==> src/sv/rwsp_pkg.sv <==
// Package for the RIFF/WAVE stream parser.
// It holds the phase enum, the result struct and the tag and format constants.
// It depends on nothing else.
package rwsp_pkg;

	localparam logic [31:0] TAG_RIFF = 32'h4646_4952;
	localparam logic [31:0] TAG_WAVE = 32'h4556_4157;
	localparam logic [31:0] TAG_FMT  = 32'h2074_6D66;
	localparam logic [31:0] TAG_DATA = 32'h6174_6164;
	localparam logic [15:0] FMT_PCM  = 16'h0001;
	localparam logic [15:0] FMT_FLT  = 16'h0003;

	typedef enum logic [3:0] {
		PH_HDR     = 4'd0,
		PH_BADHDR  = 4'd1,
		PH_ID      = 4'd2,
		PH_SIZE    = 4'd3,
		PH_FMT     = 4'd4,
		PH_SKIP    = 4'd5,
		PH_PAD     = 4'd6,
		PH_SAMPLES = 4'd7,
		PH_IDLE    = 4'd8
	} phase_t;

	typedef enum logic [1:0] {
		KIND_SAMPLE = 2'd0,
		KIND_DONE   = 2'd1,
		KIND_ERROR  = 2'd2
	} kind_t;

	typedef enum logic [2:0] {
		ERR_NONE      = 3'd0,
		ERR_HEADER    = 3'd1,
		ERR_SHORT     = 3'd2,
		ERR_FORMAT    = 3'd3,
		ERR_FLT_DEPTH = 3'd4
	} err_t;

	// One result item as it leaves the parser.
	typedef struct packed {
		logic [1:0]         kind;
		logic signed [31:0] sample_value;
		logic [15:0]        channel_index;
		logic               frame_last;
		logic [2:0]         error_code;
		logic [31:0]        rate_out;
		logic [15:0]        channels_out;
		logic [15:0]        depth_out;
		logic               is_float;
	} res_t;

endpackage

==> src/sv/rwsp_core.sv <==
// Core: one byte per cycle when fired steps the chunk walker, builds a result.
// Depends on rwsp_pkg.
module rwsp_core
	import rwsp_pkg::*;
(
	input  logic       clk,
	input  logic       arst_n,
	input  logic       fire,
	input  logic [7:0] in_byte,
	input  logic       in_last,
	output logic       res_valid,
	output res_t       res
);

	phase_t      phase_q, phase_d;
	logic [4:0]  fcnt_q, fcnt_d;
	logic [31:0] tag_q, tag_d;
	logic [31:0] clen_q, clen_d;
	logic [31:0] left_q, left_d;
	logic        seen_q, seen_d;
	logic [15:0] fid_q, fid_d;
	logic [15:0] chan_q, chan_d;
	logic [31:0] rate_q, rate_d;
	logic [15:0] blk_q, blk_d;
	logic [15:0] bps_q, bps_d;
	logic [31:0] acc_q, acc_d;
	logic [2:0]  sbi_q, sbi_d;
	logic [15:0] cur_q, cur_d;

	logic [31:0] tag_sh, len_sh, acc_new, val, rem_next;
	logic [2:0]  nb, sbi_inc;
	logic [16:0] cur_inc;
	logic        fl;

	assign tag_sh   = {in_byte, tag_q[31:8]};
	assign len_sh   = {in_byte, clen_q[31:8]};
	assign nb       = bps_q[5:3];
	assign sbi_inc  = sbi_q + 3'd1;
	assign acc_new  = acc_q | ({24'd0, in_byte} << {sbi_q[1:0], 3'b000});
	assign cur_inc  = {1'b0, cur_q} + 17'd1;
	assign fl       = (cur_inc >= {1'b0, chan_q});
	assign rem_next = left_q - {16'd0, blk_q};

	// Sign extension of a completed PCM sample.
	always_comb begin
		val = acc_new;
		if (fid_q != FMT_FLT) begin
			unique case (nb)
				3'd1: val = {{24{acc_new[7]}}, acc_new[7:0]};
				3'd2: val = {{16{acc_new[15]}}, acc_new[15:0]};
				3'd3: val = {{8{acc_new[23]}}, acc_new[23:0]};
				default: val = acc_new;
			endcase
		end
	end

	// Next state and result for the byte at the input.
	always_comb begin
		phase_d = phase_q; fcnt_d = fcnt_q; tag_d = tag_q; clen_d = clen_q;
		left_d = left_q; seen_d = seen_q; fid_d = fid_q; chan_d = chan_q;
		rate_d = rate_q; blk_d = blk_q; bps_d = bps_q; acc_d = acc_q;
		sbi_d = sbi_q; cur_d = cur_q;
		res_valid = 1'b0;
		res = '0;
		if (in_last && (phase_q < PH_SAMPLES)) begin
			res_valid = 1'b1;
			res.kind = KIND_ERROR;
			res.error_code = ERR_SHORT;
		end else begin
			unique case (phase_q)
				PH_HDR, PH_BADHDR: begin
					tag_d = tag_sh;
					if (fcnt_q == 5'd3 && tag_sh != TAG_RIFF) phase_d = PH_BADHDR;
					if (fcnt_q == 5'd11) begin
						if (phase_q == PH_BADHDR || tag_sh != TAG_WAVE) begin
							phase_d = PH_IDLE;
							res_valid = 1'b1;
							res.kind = KIND_ERROR;
							res.error_code = ERR_HEADER;
						end else begin
							phase_d = PH_ID;
							fcnt_d = '0;
						end
					end else begin
						fcnt_d = fcnt_q + 5'd1;
					end
				end
				PH_ID: begin
					tag_d = tag_sh;
					if (fcnt_q >= 5'd3) begin
						phase_d = PH_SIZE;
						fcnt_d = '0;
					end else begin
						fcnt_d = fcnt_q + 5'd1;
					end
				end
				PH_SIZE: begin
					clen_d = len_sh;
					fcnt_d = fcnt_q + 5'd1;
					if (fcnt_q >= 5'd3) begin
						fcnt_d = '0;
						left_d = len_sh;
						if (tag_q == TAG_FMT) begin
							seen_d = 1'b1;
							fid_d = '0; chan_d = '0; rate_d = '0; blk_d = '0; bps_d = '0;
							phase_d = (len_sh == '0) ? PH_ID : PH_FMT;
						end else if (tag_q == TAG_DATA && seen_q) begin
							res_valid = 1'b1;
							res.kind = KIND_ERROR;
							phase_d = PH_IDLE;
							if (fid_q != FMT_PCM && fid_q != FMT_FLT) begin
								res.error_code = ERR_FORMAT;
							end else if (fid_q == FMT_FLT && bps_q != 16'd32) begin
								res.error_code = ERR_FLT_DEPTH;
							end else if (fid_q == FMT_PCM && (bps_q == '0 ||
									bps_q[2:0] != 3'd0 || bps_q > 16'd32)) begin
								res.error_code = ERR_FORMAT;
							end else if (chan_q == '0 || blk_q == '0) begin
								res.error_code = ERR_FORMAT;
							end else begin
								// Left holds the bytes still owed to frames.
								res.kind = KIND_DONE;
								res.rate_out = rate_q;
								res.channels_out = chan_q;
								res.depth_out = bps_q;
								res.is_float = (fid_q == FMT_FLT);
								cur_d = '0; acc_d = '0; sbi_d = '0;
								phase_d = (len_sh >= {16'd0, blk_q}) ? PH_SAMPLES : PH_IDLE;
							end
						end else begin
							phase_d = (len_sh == '0) ? PH_ID : PH_SKIP;
						end
					end
				end
				PH_FMT, PH_SKIP: begin
					if (phase_q == PH_FMT && fcnt_q < 5'd16) begin
						fcnt_d = fcnt_q + 5'd1;
						unique case (fcnt_q[3:1])
							3'd0: if (fcnt_q[0]) fid_d[15:8] = in_byte;
								else fid_d[7:0] = in_byte;
							3'd1: if (fcnt_q[0]) chan_d[15:8] = in_byte;
								else chan_d[7:0] = in_byte;
							3'd2, 3'd3: rate_d[{fcnt_q[1:0], 3'b000} +: 8] = in_byte;
							3'd6: if (fcnt_q[0]) blk_d[15:8] = in_byte;
								else blk_d[7:0] = in_byte;
							3'd7: if (fcnt_q[0]) bps_d[15:8] = in_byte;
								else bps_d[7:0] = in_byte;
							default: ;
						endcase
					end
					left_d = left_q - 32'd1;
					if (left_q == 32'd1) begin
						phase_d = clen_q[0] ? PH_PAD : PH_ID;
						fcnt_d = '0;
					end
				end
				PH_PAD: begin
					phase_d = PH_ID;
					fcnt_d = '0;
				end
				PH_SAMPLES: begin
					if (nb == 3'd0 || nb > 3'd4) begin
						phase_d = PH_IDLE;
					end else if (sbi_inc < nb) begin
						acc_d = acc_new;
						sbi_d = sbi_inc;
					end else begin
						res_valid = 1'b1;
						res.kind = KIND_SAMPLE;
						res.sample_value = val;
						res.channel_index = cur_q;
						res.frame_last = fl;
						acc_d = '0;
						sbi_d = '0;
						if (fl) begin
							cur_d = '0;
							left_d = rem_next;
							if (rem_next < {16'd0, blk_q}) phase_d = PH_IDLE;
						end else begin
							cur_d = cur_inc[15:0];
						end
					end
				end
				default: ;
			endcase
		end
		// The flagged last byte returns everything to the reset state.
		if (in_last) begin
			phase_d = PH_HDR; fcnt_d = '0; tag_d = '0; clen_d = '0; left_d = '0;
			seen_d = 1'b0; fid_d = '0; chan_d = '0; rate_d = '0; blk_d = '0;
			bps_d = '0; acc_d = '0; sbi_d = '0; cur_d = '0;
		end
	end

	// State registers advance on each accepted item.
	always_ff @(posedge clk or negedge arst_n) begin
		if (!arst_n) begin
			phase_q <= PH_HDR; fcnt_q <= '0; tag_q <= '0; clen_q <= '0; left_q <= '0;
			seen_q <= 1'b0; fid_q <= '0; chan_q <= '0; rate_q <= '0; blk_q <= '0;
			bps_q <= '0; acc_q <= '0; sbi_q <= '0; cur_q <= '0;
		end else if (fire) begin
			phase_q <= phase_d; fcnt_q <= fcnt_d; tag_q <= tag_d; clen_q <= clen_d;
			left_q <= left_d; seen_q <= seen_d; fid_q <= fid_d; chan_q <= chan_d;
			rate_q <= rate_d; blk_q <= blk_d; bps_q <= bps_d; acc_q <= acc_d;
			sbi_q <= sbi_d; cur_q <= cur_d;
		end
	end

`ifndef SYNTHESIS
	a_last_resets: assert property (@(posedge clk) disable iff (!arst_n)
		fire && in_last |=> phase_q == PH_HDR && !seen_q)
		else $error("phase not reset after last byte");
	a_samples_need_fmt: assert property (@(posedge clk) disable iff (!arst_n)
		phase_q == PH_SAMPLES |-> seen_q && blk_q != '0 && chan_q != '0)
		else $error("sample phase without a valid format");
	a_sbi_range: assert property (@(posedge clk) disable iff (!arst_n)
		phase_q == PH_SAMPLES |-> sbi_q < nb)
		else $error("sample byte index out of range");
`endif

endmodule

==> src/sv/rwsp_outbuf.sv <==
// Output register with a skid stage for the parser results.
// Depends on rwsp_pkg for the result struct.
module rwsp_outbuf
	import rwsp_pkg::*;
(
	input  logic clk,
	input  logic arst_n,
	input  logic push,
	input  res_t push_data,
	output logic full,
	output logic out_valid,
	input  logic out_stall,
	output res_t out_data
);

	logic out_v_q, sk_v_q;
	res_t out_d_q, sk_d_q;
	logic pop;

	assign pop       = out_v_q && !out_stall;
	assign full      = sk_v_q;
	assign out_valid = out_v_q;
	assign out_data  = out_d_q;

	// Valid flags.
	always_ff @(posedge clk or negedge arst_n) begin
		if (!arst_n) begin
			out_v_q <= 1'b0;
			sk_v_q  <= 1'b0;
		end else if (!out_v_q || pop) begin
			out_v_q <= sk_v_q || push;
			sk_v_q  <= 1'b0;
		end else if (push) begin
			sk_v_q <= 1'b1;
		end
	end

	// Payload registers.
	always_ff @(posedge clk) begin
		if (!out_v_q || pop) begin
			out_d_q <= sk_v_q ? sk_d_q : push_data;
		end else if (push) begin
			sk_d_q <= push_data;
		end
	end

endmodule

==> src/sv/riff_wave_stream_parser.sv <==
// Top level of the RIFF/WAVE stream parser: byte input, one result channel.
// Depends on rwsp_pkg, rwsp_core and rwsp_outbuf.
//
//  Channel | Signals                                   | Direction
//  input   | in_valid, in_stall, in_byte, in_last      | bytes of the file in
//  output  | out_valid, out_stall, kind .. is_float    | samples, done, error out
//
// One byte is taken per cycle unless in_stall; its result, if any, is registered.
// The chunk walker is a single register stage, so back to back bytes run at full rate.
// A skid register holds one result while the output is stalled; input stalls
// only once both output and skid registers are full.
// Reset clears all parser state; a byte flagged last does the same.
module riff_wave_stream_parser
	import rwsp_pkg::*;
(
	input  logic               clk,
	input  logic               arst_n,
	input  logic               in_valid,
	output logic               in_stall,
	input  logic [7:0]         in_byte,
	input  logic               in_last,
	output logic               out_valid,
	input  logic               out_stall,
	output logic [1:0]         kind,
	output logic signed [31:0] sample_value,
	output logic [15:0]        channel_index,
	output logic               frame_last,
	output logic [2:0]         error_code,
	output logic [31:0]        rate_out,
	output logic [15:0]        channels_out,
	output logic [15:0]        depth_out,
	output logic               is_float
);

	logic fire, res_valid, full;
	res_t res, out_data;

	assign in_stall = full;
	assign fire     = in_valid && !full;

	// Chunk walker and sample assembly.
	rwsp_core u_core (
		.clk       (clk),
		.arst_n    (arst_n),
		.fire      (fire),
		.in_byte   (in_byte),
		.in_last   (in_last),
		.res_valid (res_valid),
		.res       (res)
	);

	// Result register and skid stage.
	rwsp_outbuf u_outbuf (
		.clk       (clk),
		.arst_n    (arst_n),
		.push      (fire && res_valid),
		.push_data (res),
		.full      (full),
		.out_valid (out_valid),
		.out_stall (out_stall),
		.out_data  (out_data)
	);

	assign kind          = out_data.kind;
	assign sample_value  = out_data.sample_value;
	assign channel_index = out_data.channel_index;
	assign frame_last    = out_data.frame_last;
	assign error_code    = out_data.error_code;
	assign rate_out      = out_data.rate_out;
	assign channels_out  = out_data.channels_out;
	assign depth_out     = out_data.depth_out;
	assign is_float      = out_data.is_float;

endmodule

==> config.mk <==
export PLATFORM = sky130hd
export DESIGN_NAME = riff_wave_stream_parser
export DESIGN_NICKNAME = d
export VERILOG_FILES = /design/src/sv/rwsp_pkg.sv /design/src/sv/rwsp_core.sv /design/src/sv/rwsp_outbuf.sv /design/src/sv/riff_wave_stream_parser.sv
export SDC_FILE = /design/constraint.sdc
export NUM_CORES = 1
export LEC_CHECK = 0
export ABC_AREA = 1
export BUFFER_PORTS_ARGS = -buffer_cell sky130_fd_sc_hd__buf_2
export CORE_MARGIN = 5
export CORE_UTILIZATION = 62
export DETAILED_ROUTE_END_ITERATION = 8
export PLACE_DENSITY_LB_ADDON = 0.1
export SLEW_MARGIN = 25
export SYNTH_ARGS = -nofsm -noshare
export SYNTH_HDL_FRONTEND = slang
export SYNTH_SLANG_ARGS = --single-unit
==> constraint.sdc <==
create_clock -name clk -period 10.2 [get_ports clk]
set_input_delay 0.51 -clock clk [delete_from_list [all_inputs] [get_ports clk]]
set_output_delay 0.51 -clock clk [all_outputs]
set_load 0.005 [all_outputs]
# Word level (Yosys, flattened, before mapping)
# Cells that the tools add are included.
dict set report classes {
  n_addsub 6
  magnitude_cmp 9
  n_eq_ne 55
  n_shift 3
  n_mux 164
  bitwise_logic 2
  reduce_logical 61
}
# operator count
set op_table {}
lappend op_table {{32-bit 2-to-1 mux} 30}
lappend op_table {{16-bit 2-to-1 mux} 30}
lappend op_table {{65-bit 2-to-1 mux} 6}
lappend op_table {{68-bit 2-to-1 mux} 3}
lappend op_table {{32-bit one-hot mux with 3 select lines} 2}
lappend op_table {{16-bit one-hot mux with 2 select lines} 5}
lappend op_table {{49-bit 2-to-1 mux} 3}
lappend op_table {{32-bit one-hot mux with 2 select lines} 2}
lappend op_table {{119-bit 2-to-1 mux} 1}
lappend op_table {{4-bit 2-to-1 mux} 19}
lappend op_table {{32-bit by 31-bit != test with 1-bit output, second input constant} 2}
lappend op_table {{8-bit AND reduction} 8}
lappend op_table {{3-bit 2-to-1 mux} 19}
lappend op_table {{51-bit 2-to-1 mux} 1}
lappend op_table {{16-bit zero test} 3}
lappend op_table {{3-bit != test, second input constant} 13}
lappend op_table {{5-bit 2-to-1 mux} 7}
lappend op_table {{32-bit bitwise mux} 1}
lappend op_table {{32-bit by 1-bit equality test with 1-bit output, second input constant} 1}
lappend op_table {{32-bit by 30-bit equality test with 1-bit output, second input constant} 1}
lappend op_table {{32-bit by 31-bit equality test with 1-bit output, second input constant} 1}
lappend op_table {{32-bit by 16-bit >= comparator with 1-bit output} 1}
lappend op_table {{32-bit zero test} 1}
lappend op_table {{32-bit by 16-bit < comparator with 1-bit output} 1}
lappend op_table {{other kinds (63)} 139}
dict set report totals {
  reg_bits 493
  wordCells 338
}

# Depth between registers and ports, before layout
dict set report logic_depth {
  ltp_word 13
  depth_mapped 29
  depth_no_buf 28
}

# Cells and area by module
# From an unflattened synthesis, not the netlist that was laid out.
dict set report hier_totals {
  cells_unflattened 3027
  hier_area_um2 25863.6
}
# module instances cells_per_inst area_each_um2 seq_area_each_um2
set by_module_without_submodules {}
lappend by_module_without_submodules {rwsp_core 1 2392 17013.8 6155.9}
lappend by_module_without_submodules {rwsp_outbuf 1 630 8826.0 7196.9}
lappend by_module_without_submodules {riff_wave_stream_parser 1 5 23.8 0.0}

# Worst setup path before layout
# OpenSTA, ideal clock, no wires.
dict set report synth_path {
  path_kind {input to register}
  start {in out_stall}
  end {reg u_outbuf.sk_d_q[0] (netlist bit) (enable)}
  arrival_ps 8519
  required_ps 9600
  path_slack_ps 1081
  stages 2
  cell_sequence {nand2_1 nor2_1}
}
dict set report synth_via {
  elab_chain_len 5
}
# element line
set synth_lines {}
lappend synth_lines {{from (decl)} riff_wave_stream_parser.sv:23} ;# input logic out_stall,
lappend synth_lines {{1-bit zero test} rwsp_outbuf.sv:20} ;# assign pop = out_v_q && !out_stall;
lappend synth_lines {{1-bit logical AND} rwsp_outbuf.sv:20}
lappend synth_lines {{1-bit logical OR} rwsp_outbuf.sv:40} ;# if (!out_v_q || pop) begin
lappend synth_lines {{1-bit NOT (no line)} --}
lappend synth_lines {{2-bit AND reduction (no line)} --}
lappend synth_lines {{to (signal assigned)} rwsp_outbuf.sv:43} ;# sk_d_q <= push_data;
lappend synth_lines {{to (decl)} rwsp_outbuf.sv:17} ;# res_t out_d_q, sk_d_q;
# No other way between the ends.
# A chain may end at the register's enable or synchronous reset.

# Worst setup path after layout
dict set report layout_path {
  start {reg u_core.cur_q[2]}
  end {reg u_core.left_q[27]}
}
dict set report layout_via {
  elab_chain_len 4
}
# element line
set layout_lines {}
lappend layout_lines {{from (decl)} rwsp_core.sv:28} ;# logic [15:0] cur_q, cur_d;
lappend layout_lines {{from (signal assigned)} rwsp_core.sv:205} ;# sbi_q <= sbi_d; cur_q <= cur_d;
lappend layout_lines {{16-bit by 1-bit adder with 17-bit output} rwsp_core.sv:40} ;# assign cur_inc = {1'b0, cur_q} + 17'd1;
lappend layout_lines {{17-bit by 16-bit >= comparator with 1-bit output} rwsp_core.sv:41} ;# assign fl = (cur_inc >= {1'b0, chan_q});
lappend layout_lines {{3-bit by 2-bit != test with 1-bit output (no line)} --}
lappend layout_lines {{7-bit AND reduction (no line)} --}
lappend layout_lines {{to (signal assigned)} rwsp_core.sv:203} ;# left_q <= left_d; seen_q <= seen_d; fid_q <= fid_d; chan_q <= chan_d;
lappend layout_lines {{to (decl)} rwsp_core.sv:19} ;# logic [31:0] left_q, left_d;
# No other way between the ends.

==> flow_summary_export.csv <==
group,metric,value,unit
status,status,"finished, violations left",
status,violations,"hold timing",
final_layout,nets,3203,
sta,slew_headroom,0.3472,
global_route,grtUsageTotal,0.3251,
pwr,clockPowerShare,0.438,
global_route,grt_pass1_vias,20690,
floorplanning,fp.coreArea,40550,sq um
synthesis,ys_seq_area_frac,0.5292,
floorplanning,rows,74,
worst_setup_path,crit_end,"u_core.left_q[27]",
sta,fin_skew,26.18,ps
worst_setup_path,critPathLaunch,"u_core.cur_q[2]",
synthesis,ys_types,57,
route,drt_pass1_iterations,7,
pwr,p_switching,1.186,mW
sta,grt_setup_unrepaired,"no",
sta,timing.setup.tns,0,ps
route,drtIter0Drc,2314,
clocking,cts.repair.resized,0,
route,drcViolationCount,0,
clocking,htreeDepth,2,
route,wl_per_cell,19.84,microns
pwr,swShare,0.2520,
floorplanning,fp.dieW,211.7,microns
synthesis,synth_top_area_frac,0.2832,
worst_setup_path,cp_data_required_time,10700,ps
clocking,cts_tree,"built",
global_route,grt_max_degree,107,
worst_setup_path,crit_fanout,37,
pwr,p_per_area,166.8,nW/um^2
clocking,clock-sinks,486,
pwr,intPower,3.521,mW
placed_design,port_buffers,133,
global_route,overflow,0,
synthesis,yosysMostFrequentCell,"nand2_1",
synthesis,syn_avg_cell_area,8.413,sq um
route,ant_nets,0,
clocking,clkTransAtPathRegs,70,ps
pwr,p_comb_frac,0.097,
sta,fin_crit,5181,ps
synthesis,synthFlopType,"dfrtp_1",
worst_setup_path,crit_arrival,5680,ps
worst_setup_path,startpoint_type,"register",
clocking,post-cts-setup-buffers,0,
clocking,clockRootBuffer,"clkbuf_16",
route,vias,21570,
sta,holdWs,-9.546,ps
clocking,cts_buffers,50,
sta,tightest_slew,975.6,ps
final_layout,synthToLayoutAreaGrowth,11.88,%
sta,fin_crit_sh,0.5079,
sta,finalHoldViolCount,5,
global_route,antenna_found_initial,0,
placed_design,place.gp.congestion,1.042,
floorplanning,start_util,0.6222,
pwr,seq_power_share,0.465,
synthesis,synth_cells,2999,
synthesis,yosys_warnings,0,
synthesis,ys_ff_latch,486,
worst_setup_path,critical_path_class,"reg2reg",
worst_setup_path,worstReg2RegStart,"u_core.cur_q[2]",
sta,final-setup-viol-count,0,
synthesis,synth_common_cells,"nand2_1 (718), nor2_1 (425), inv_1 (350)",
final_layout,drive_gt1_frac,0.1058,
worst_setup_path,end_kind,"register",
synthesis,synth_area_leader_cell,"edfxtp_1",
floorplanning,dieArea,44830,sq um
route,vias_per_cell,5.847,
pwr,p_leak,13.10,nW
flow_run,cap_violations,0,
global_route,grt_first_pass_wirelength,114700,microns
synthesis,ys_top_cells_by_area,"edfxtp_1 (28%), dfrtp_1 (25%), nand2_1 (11%), nor2_1 (6.3%), inv_1 (5.2%)",
placed_design,hpwl,51020,microns
synthesis,synthArstFlopShare,0.5103,
worst_setup_path,slowest_stage,"inv_2",
clocking,cts_hold_buffers,0,
worst_setup_path,regToRegSetupSlack,5020,ps
worst_setup_path,worst-r2r-cell-count,28,
clocking,clock_path_buffers,3,
pwr,vdd_ir_drop_max,0.1443,mV
floorplanning,io_pins,134,
worst_setup_path,r2r-end,"u_core.left_q[27]",
min_path,worstHoldPathType,"in2async",
clocking,clkLatencyLatePin,610,ps
synthesis,syn_area,25230,sq um
sta,maxSlewViolCount,0,
synthesis,synth_edf_count,238,
floorplanning,fp.dieH,211.7,microns
sta,max_freq,0.1930,GHz
final_layout,antennaDiodeCount,0,
route,routed_wl,73200,microns
worst_setup_path,cp_slowest_stage_delay,590,ps
pwr,power,4.707,mW
## state kept, by name (all words and copies together) (netlist names), 3 cells and up
signal / count
u_core.acc_q: 32
u_core.blk_q: 16
u_core.bps_q: 16
u_core.chan_q: 16
u_core.clen_q: 25
u_core.cur_q: 16
u_core.fcnt_q: 5
u_core.fid_q: 16
u_core.left_q: 32
u_core.phase_q: 4
u_core.rate_q: 32
u_core.sbi_q: 3
u_core.tag_q: 32
u_outbuf.out_data: 119
u_outbuf.sk_d_q: 119
## power groups by stage
stage / sequential (mW) / clock [mW] / combinational, mW
2_1_floorplan: 2.22 / 0 / 0.258
3_3_place_gp: 2.22 / 0 / 0.436
3_5_place_dp: 2.23 / 0 / 0.445
4_1_cts: 2.19 / 2.07 / 0.449
5_1_grt: 2.20 / 2.17 / 0.501
6_report: 2.19 / 2.06 / 0.458
## final cells by class
class | instances | area, sq um
Fill cell | 3198 | 12330
Timing Repair Buffer | 148 | 815.8
Sequential cell | 486 | 13360
Tap cell | 532 | 665.6
Clock buffer | 67 | 1455
Inverter | 369 | 1389
Clock inverter | 27 | 420.4
Multi-Input combinational cell | 2060 | 10130
## logic make-up after synthesis
kind of cell / after synthesis / synth area share
AO/OA/AOI/OAI: 459 / 0.1028
XOR/XNOR: 31 / 0.01076
adder cells (fa/ha/maj): 75 / 0.03749
buffers and inverters: 465 / 0.07245
flip-flops: 486 / 0.5292
other: 1 / 0.0001486
AND/OR/NAND/NOR: 1482 / 0.2471
## through the flow
step / setup slack [ps] / instances / hold WS, ps / area (sq um) / utilization
floorplan: 1081 / 3011 / 214.4 / 25280 / -
global placement: 5432 / 3594 / 461.1 / 26310 / 0.6488
detailed placement: 5275 / 3595 / 472.0 / 26350 / 0.6496
CTS: 5217 / 3689 / 4.593 / 28220 / 0.6959
global route: 4470 / 3689 / 55.69 / 28230 / 0.6961
finish: 5019 / 3689 / -9.546 / 28230 / 0.6961
## worst min path at each step
stage,from,endpoint,slack [ps],cells after the start
2_1_floorplan,arst_n,u_core.acc_q[0],210,0
3_3_place_gp,u_core.acc_q[18],u_core.acc_q[18],460,2
3_5_place_dp,u_core.acc_q[19],u_core.acc_q[19],470,2
4_1_cts,arst_n,u_core.bps_q[5],5,1
5_1_grt,arst_n,u_core.bps_q[5],60,1
6_report,arst_n,u_core.tag_q[27],-10,1
## worst max-delay path: cells and delay by family, from the launching register on
family                   cells  cell delay (ps)
XOR/XNOR                     1              230
flip-flops                   1              380
adder cells (fa/ha/maj)      1              270
buffers and inverters        7             1400
AND/OR/NAND/NOR             16             2410
AO/OA/AOI/OAI                3              350
## layer usage
metal	share of wire	vias up	GRT usage
li1	-	10090	-
met1	0.41	10320	0.4548
met2	0.45	972	0.4936
met3	0.081	192	0.05943
met4	0.057	0	0.1622
met5	0	-	0
## placed cells by master (no fill, tap or decap), types with 9 or more instances in the layout
| cell | count |
|---|---|
| nand2_1 | 717 |
| inv_1 | 349 |
| bufinv_16 | 10 |
| ha_1 | 74 |
| o21ai_0 | 219 |
| conb_1 | 13 |
| edfxtp_1 | 238 |
| nor3_1 | 71 |
| o22ai_1 | 35 |
| inv_2 | 14 |
| dfrtp_1 | 247 |
| a21oi_1 | 101 |
| clkbuf_16 | 52 |
| nor2_2 | 35 |
| or2_2 | 16 |
| o211ai_1 | 15 |
| buf_4 | 12 |
| nand3_1 | 134 |
| buf_2 | 132 |
| clkbuf_8 | 9 |
| nor2_4 | 9 |
| nand4_1 | 43 |
| nor2_1 | 423 |
| nor4_1 | 15 |
| o21ai_1 | 24 |
| a31oi_1 | 18 |
| o21bai_1 | 11 |
| xor2_1 | 29 |
Power figures use the tool's default switching activity.
